## src/rtl/core/assert_macros.svh

```systemverilog
// shared assertion macros
`ifndef ASSERT_MACROS_SVH
`define ASSERT_MACROS_SVH

`ifndef NO_ASSERTIONS
`define SRTH_ASSERT(lbl, clk, rst_n, prop) \
	lbl: assert property (@(posedge clk) disable iff (!rst_n) prop) \
		else $error("srth assertion failed");
`define SRTH_NEVER(lbl, clk, rst_n, cond) \
	lbl: assert property (@(posedge clk) disable iff (!rst_n) !(cond)) \
		else $error("srth forbidden condition seen");
`else
`define SRTH_ASSERT(lbl, clk, rst_n, prop)
`define SRTH_NEVER(lbl, clk, rst_n, cond)
`endif

`endif

```

## src/rtl/core/srth_pkg.sv

```systemverilog
package srth_pkg;

	localparam int unsigned HISTORY_DEPTH_DEF = 64;
	localparam int unsigned STREAM_SLOTS_DEF  = 4;
	localparam int unsigned SLOT_FIELD_W      = 2;
	localparam int unsigned REPORT_W          = 32;
	localparam int unsigned MS_W              = 42;
	localparam int unsigned COMPACT_SHIFT     = 16;
	localparam int unsigned MS_PER_SEC        = 1000;
	localparam int unsigned FRAC_MS_W         = 10;

	localparam logic OP_RECORD = 1'b0;
	localparam logic OP_LOOKUP = 1'b1;

	typedef struct packed {
		logic                    op;
		logic [SLOT_FIELD_W-1:0] stream_slot;
		logic [31:0]             ntp_seconds;
		logic [31:0]             ntp_fraction;
		logic [31:0]             query_report;
	} req_t;

	typedef struct packed {
		logic            found;
		logic [MS_W-1:0] send_time_ms;
	} rsp_t;

	typedef struct packed {
		logic [REPORT_W-1:0] report;
		logic [MS_W-1:0]     ms;
	} entry_t;

	// lookup request traveling down the chain
	typedef struct packed {
		logic                    valid;
		logic                    done;
		logic                    found;
		logic [SLOT_FIELD_W-1:0] slot;
		logic [REPORT_W-1:0]     query;
		logic [MS_W-1:0]         ms;
	} token_t;

	function automatic logic [REPORT_W-1:0] compact_ntp(input logic [31:0] sec,
		input logic [31:0] frac);
		logic [REPORT_W-1:0] hi;
		logic [REPORT_W-1:0] lo;
		hi = sec << COMPACT_SHIFT;
		lo = frac >> COMPACT_SHIFT;
		return hi + lo;
	endfunction

	// seconds * 1000 plus fraction in ms, rounded half up
	function automatic logic [MS_W-1:0] ntp_to_ms(input logic [31:0] sec,
		input logic [31:0] frac);
		logic [MS_W-1:0]      sec_ms;
		logic [MS_W-1:0]      frac_scaled;
		logic [FRAC_MS_W-1:0] frac_ms;
		sec_ms      = MS_W'(sec) * MS_W'(MS_PER_SEC);
		frac_scaled = MS_W'(frac) * MS_W'(MS_PER_SEC) + (MS_W'(1) << 31);
		frac_ms     = frac_scaled[32 +: FRAC_MS_W];
		return sec_ms + MS_W'(frac_ms);
	endfunction

endpackage

```

## src/rtl/core/srth_cell.sv

```systemverilog
module srth_cell #(
	parameter int unsigned STREAM_SLOTS = srth_pkg::STREAM_SLOTS_DEF
) (
	input  logic                                  clk,
	input  logic                                  arst_n,
	input  logic                                  is_head,
	input  logic                                  shift_en,
	input  logic [srth_pkg::SLOT_FIELD_W-1:0]     shift_slot,
	input  srth_pkg::entry_t                      shift_in,
	output srth_pkg::entry_t                      shift_out,
	input  srth_pkg::token_t                      tok_in,
	output srth_pkg::token_t                      tok_out
);

	localparam int unsigned SLOT_W = (STREAM_SLOTS > 1) ? $clog2(STREAM_SLOTS) : 1;

	srth_pkg::entry_t entries_q [STREAM_SLOTS];
	srth_pkg::token_t tok_q;
	srth_pkg::token_t tok_nxt;
	srth_pkg::entry_t rd_entry;
	logic [SLOT_W-1:0] wr_idx;
	logic [SLOT_W-1:0] rd_idx;

	assign wr_idx    = SLOT_W'(shift_slot);
	assign rd_idx    = tok_in.valid ? SLOT_W'(tok_in.slot) : wr_idx;
	assign rd_entry  = entries_q[rd_idx];
	assign shift_out = rd_entry;
	assign tok_out   = tok_q;

	always_comb begin
		tok_nxt = tok_in;
		if (tok_in.valid && !tok_in.done) begin
			// newest entry zero means nothing was sent on this slot or the newest record had a zero compact value
			if (is_head && (rd_entry.report == '0)) begin
				tok_nxt.done = 1'b1;
			end else if (rd_entry.report == tok_in.query) begin
				tok_nxt.done  = 1'b1;
				tok_nxt.found = 1'b1;
				tok_nxt.ms    = rd_entry.ms;
			end
		end
	end

	always_ff @(posedge clk or negedge arst_n) begin
		if (!arst_n) begin
			tok_q <= '0;
			for (int i = 0; i < int'(STREAM_SLOTS); i++) begin
				entries_q[i] <= '0;
			end
		end else begin
			tok_q <= tok_nxt;
			if (shift_en) begin
				entries_q[wr_idx] <= shift_in;
			end
		end
	end

endmodule

```

## config.mk

```make
export PLATFORM = sky130hd
export DESIGN_NAME = srth_cell
export DESIGN_NICKNAME = d
export VERILOG_FILES = /design/src/rtl/core/assert_macros.svh /design/src/rtl/core/srth_pkg.sv /design/src/rtl/core/srth_cell.sv
export SDC_FILE = /design/constraint.sdc
export NUM_CORES = 1
export LEC_CHECK = 0
export BUFFER_PORTS_ARGS = -buffer_cell sky130_fd_sc_hd__buf_2
export CAP_MARGIN = 0
export CORE_UTILIZATION = 45
export DETAILED_ROUTE_END_ITERATION = 10
export PLACE_DENSITY = 0.76
export RECOVER_POWER = 50
export SYNTH_ARGS = -nofsm -noshare
export SYNTH_HDL_FRONTEND = slang
export SYNTH_SLANG_ARGS = --single-unit
```

## constraint.sdc

```tcl
create_clock -name clk -period 3.6 [get_ports clk]
set_clock_uncertainty 0.1 [all_clocks]
set_input_delay 0.54 -clock clk [delete_from_list [all_inputs] [get_ports clk]]
set_output_delay 0.54 -clock clk [all_outputs]
set_load 0.03 [all_outputs]
```

==> flow_summary.ini <==
[clocking]
cts_tree = yes
clock_path_buffers = 3
clk_pin_slew_ps = 60
cts_sinks = 375
cts_max_level = 2
cts-root-buf = clkbuf_16
numCtsBuffers = 41
worst_skew_pair.late_latency_ps = 560
post_cts_buffers = 0

[route]
drtAntennaViolNets = 0
vias = 9937
drt-pass1-iter-count = 4
drc = 0
drt_iter0_drc = 390
routed_via_density = 5.392
routedWlPerCell_um = 21.06
wirelength_um = 38810

[pwr]
irDropWorstVdd_mv = 0.4925
p_per_area_nw_per_um2 = 608.6
p_leak_nw = 9.133

[timing]
slew_violations = 278
timing.hold.ws_ps = 42.50
final.min_clock_period_ps = 3174
worstMarginPinSlew_ps = 2602
hold_violations = 0
finalWorstSetupSlack_ps = 426.4
setup_viol = 0
slew_headroom = -0.7348
rsz0062_at_grt = false
fin_crit_sh = 0.8816
fmax_mhz = 315.1

[synthesis]
synth_top_area_frac = 0.5767
yosys_register_bits = 375
synth_top_family_by_area = multiplexers
avgSynthCellArea_um2 = 16.50
synthXorXnorAreaFrac = 0.01769
synthArstFlopShare = 1.000
syn_inst = 986
synthSimpleGateAreaFrac = 0.02069
yosysUniqueCellTypes = 39
synthAdderAreaFrac = 0
synth.mux.area_fraction = 0.3586
yosys_most_used_dff = dfrtp_1
synth.area.top_cells = dfrtp_1, mux2_2, mux4_2
syn_nets = 1145
yosysSeqAreaShare = 0.5767
yosys_warnings = 0
synth-compound-area-share = 0.006075
synth_top_cell_by_area = dfrtp_1
syn_area_um2 = 16270
synth_edf_count = 0

[critical_path]
reg2reg_depth = 9
critPathKind = input pin to output port
path_max_fanout = 37
endpoint_kind = output port
startpoint_type = input pin
critPathArrivalTime_ps = 2530
cp.required_ps = 2960

[place]
post-place-ws_ps = -109.6
gp_congestion = 0.8518
postPlaceCellArea_um2 = 18790
io_buffers = 311
hpwl_um = 26500

[final_layout]
drive_gt1_frac = 0.5852
fill_cells = 2868
nNetsFinal = 1508
final_util = 0.5668
final_area_um2 = 20160
area_growth_syn_to_layout_pct = 23.91

[global_route]
first_global_vias = 10680
overflow = 0
grt_pass1_wl_um = 60200
antenna_found_initial = 7
grt_max_degree = 98
track_usage = 0.2145

[floorplanning]
rows = 69
dieArea_um2 = 36920
die_x_um = 192.2
io_pins = 312
core-area_um2 = 35570
start_util = 0.4574
die_h_um = 192.2

[run_status]
violations = capacitance limit, slew limit
status = finished, violations left

[hold_path]
worstHoldPathType = input pin to flip-flop
hold_path_depth = 1

[job]
cap_violations = 5
-- cell usage after synthesis (5+ instances only) --
library cell,number
buf_2,7
clkbuf_1,37
dfrtp_1,375
mux2_2,299
mux2_4,40
mux2i_1,70
mux4_2,50
nand3_1,5
nand4_1,13
nor4_1,9
xnor2_1,31
-- critical path, cell delays in order --
cell and delay [ps]:
buf_2 120, mux2_8 300, buf_4 670, mux4_2 650
buf_2 220
-- flip-flops by register name, indices dropped and copies added, names as in the netlist --
name       flops
entries_q    296
tok_out       79
-- routing by layer --
layer  vias to the layer above  GRT usage  routed length [um]
met5                         -          0                  47
met4                         8    0.06148                 890
met3                        69    0.05518                2514
met2                       285     0.3549               19060
met1                      5173     0.2778               16300
li1                       4402          -                   -
-- where the power goes --
part,total (mW),leakage (nW),internal [mW],switching (mW)
Combinational,2.83,4.04,1.31,1.52
Sequential,5.26,4.42,4.89,0.369
Clock,4.18,0.671,2.49,1.68
Total,12.3,9.13,8.70,3.57
-- cell type report --
class | count | area, um2 | area share
well taps | 461 | 576.8 | 0.02861
flip-flops and latches | 375 | 9384 | 0.4655
repair buffers | 377 | 2181 | 0.1082
clock inverters | 16 | 153.9 | 0.007634
diodes | 3 | 7.507 | 0.0003724
multi-input cells | 554 | 6649 | 0.3298
clock buffers | 57 | 1209 | 0.05995
-- worst paths after layout --
check | from | end | slack (ps)
worst max register to register | entries_q[135] | tok_out[41] | 470
worst min register to register | entries_q[114] | entries_q[114] | 400
worst min-delay path | tok_in[69] | tok_out[69] | 40
worst max-delay path | tok_in[78] | shift_out[41] | 430
min in group asynchronous | arst_n | entries_q[225] | 1240
max in group asynchronous | arst_n | tok_out[21] | 610
-- layout by cell type (no fill, tap or decap), types with 5 or more instances in the layout --
cell type,count
dfrtp_1,375
mux2_2,299
buf_2,275
mux2i_1,51
mux4_2,50
clkbuf_1,45
clkbuf_16,43
mux2_4,39
buf_4,33
xnor2_1,31
mux2i_2,19
nand4_1,13
dlygate4sd3_1,13
buf_12,13
nor4_1,9
clkbuf_8,8
clkinv_2,7
nand3_1,5
-- cells by family (layout without fill, tap and decap cells) --
family,Yosys count,in the layout
multiplexers,461,461
flip-flops,375,375
buffers and inverters,57,450
AND/OR/NAND/NOR,48,48
XOR/XNOR,32,32
AO/OA/AOI/OAI,13,13
other,0,3
-- stage by stage --
step	power [mW]	setup TNS (ps)	instances
floorplan	7.153	0	986
CTS	12.42	0	1840
detailed placement	8.175	-4069	1754
global route	12.83	0	1841
finish	12.27	0	1843
global placement	8.072	-1042	1754
-- repair_timing --
action	CTS	global route
endpoints found under the hold margin	103	0
resized for setup	0	0
endpoints found under the setup margin	0	0
hold buffers	13	0
No activity file was read; power rests on OpenSTA's default activity.
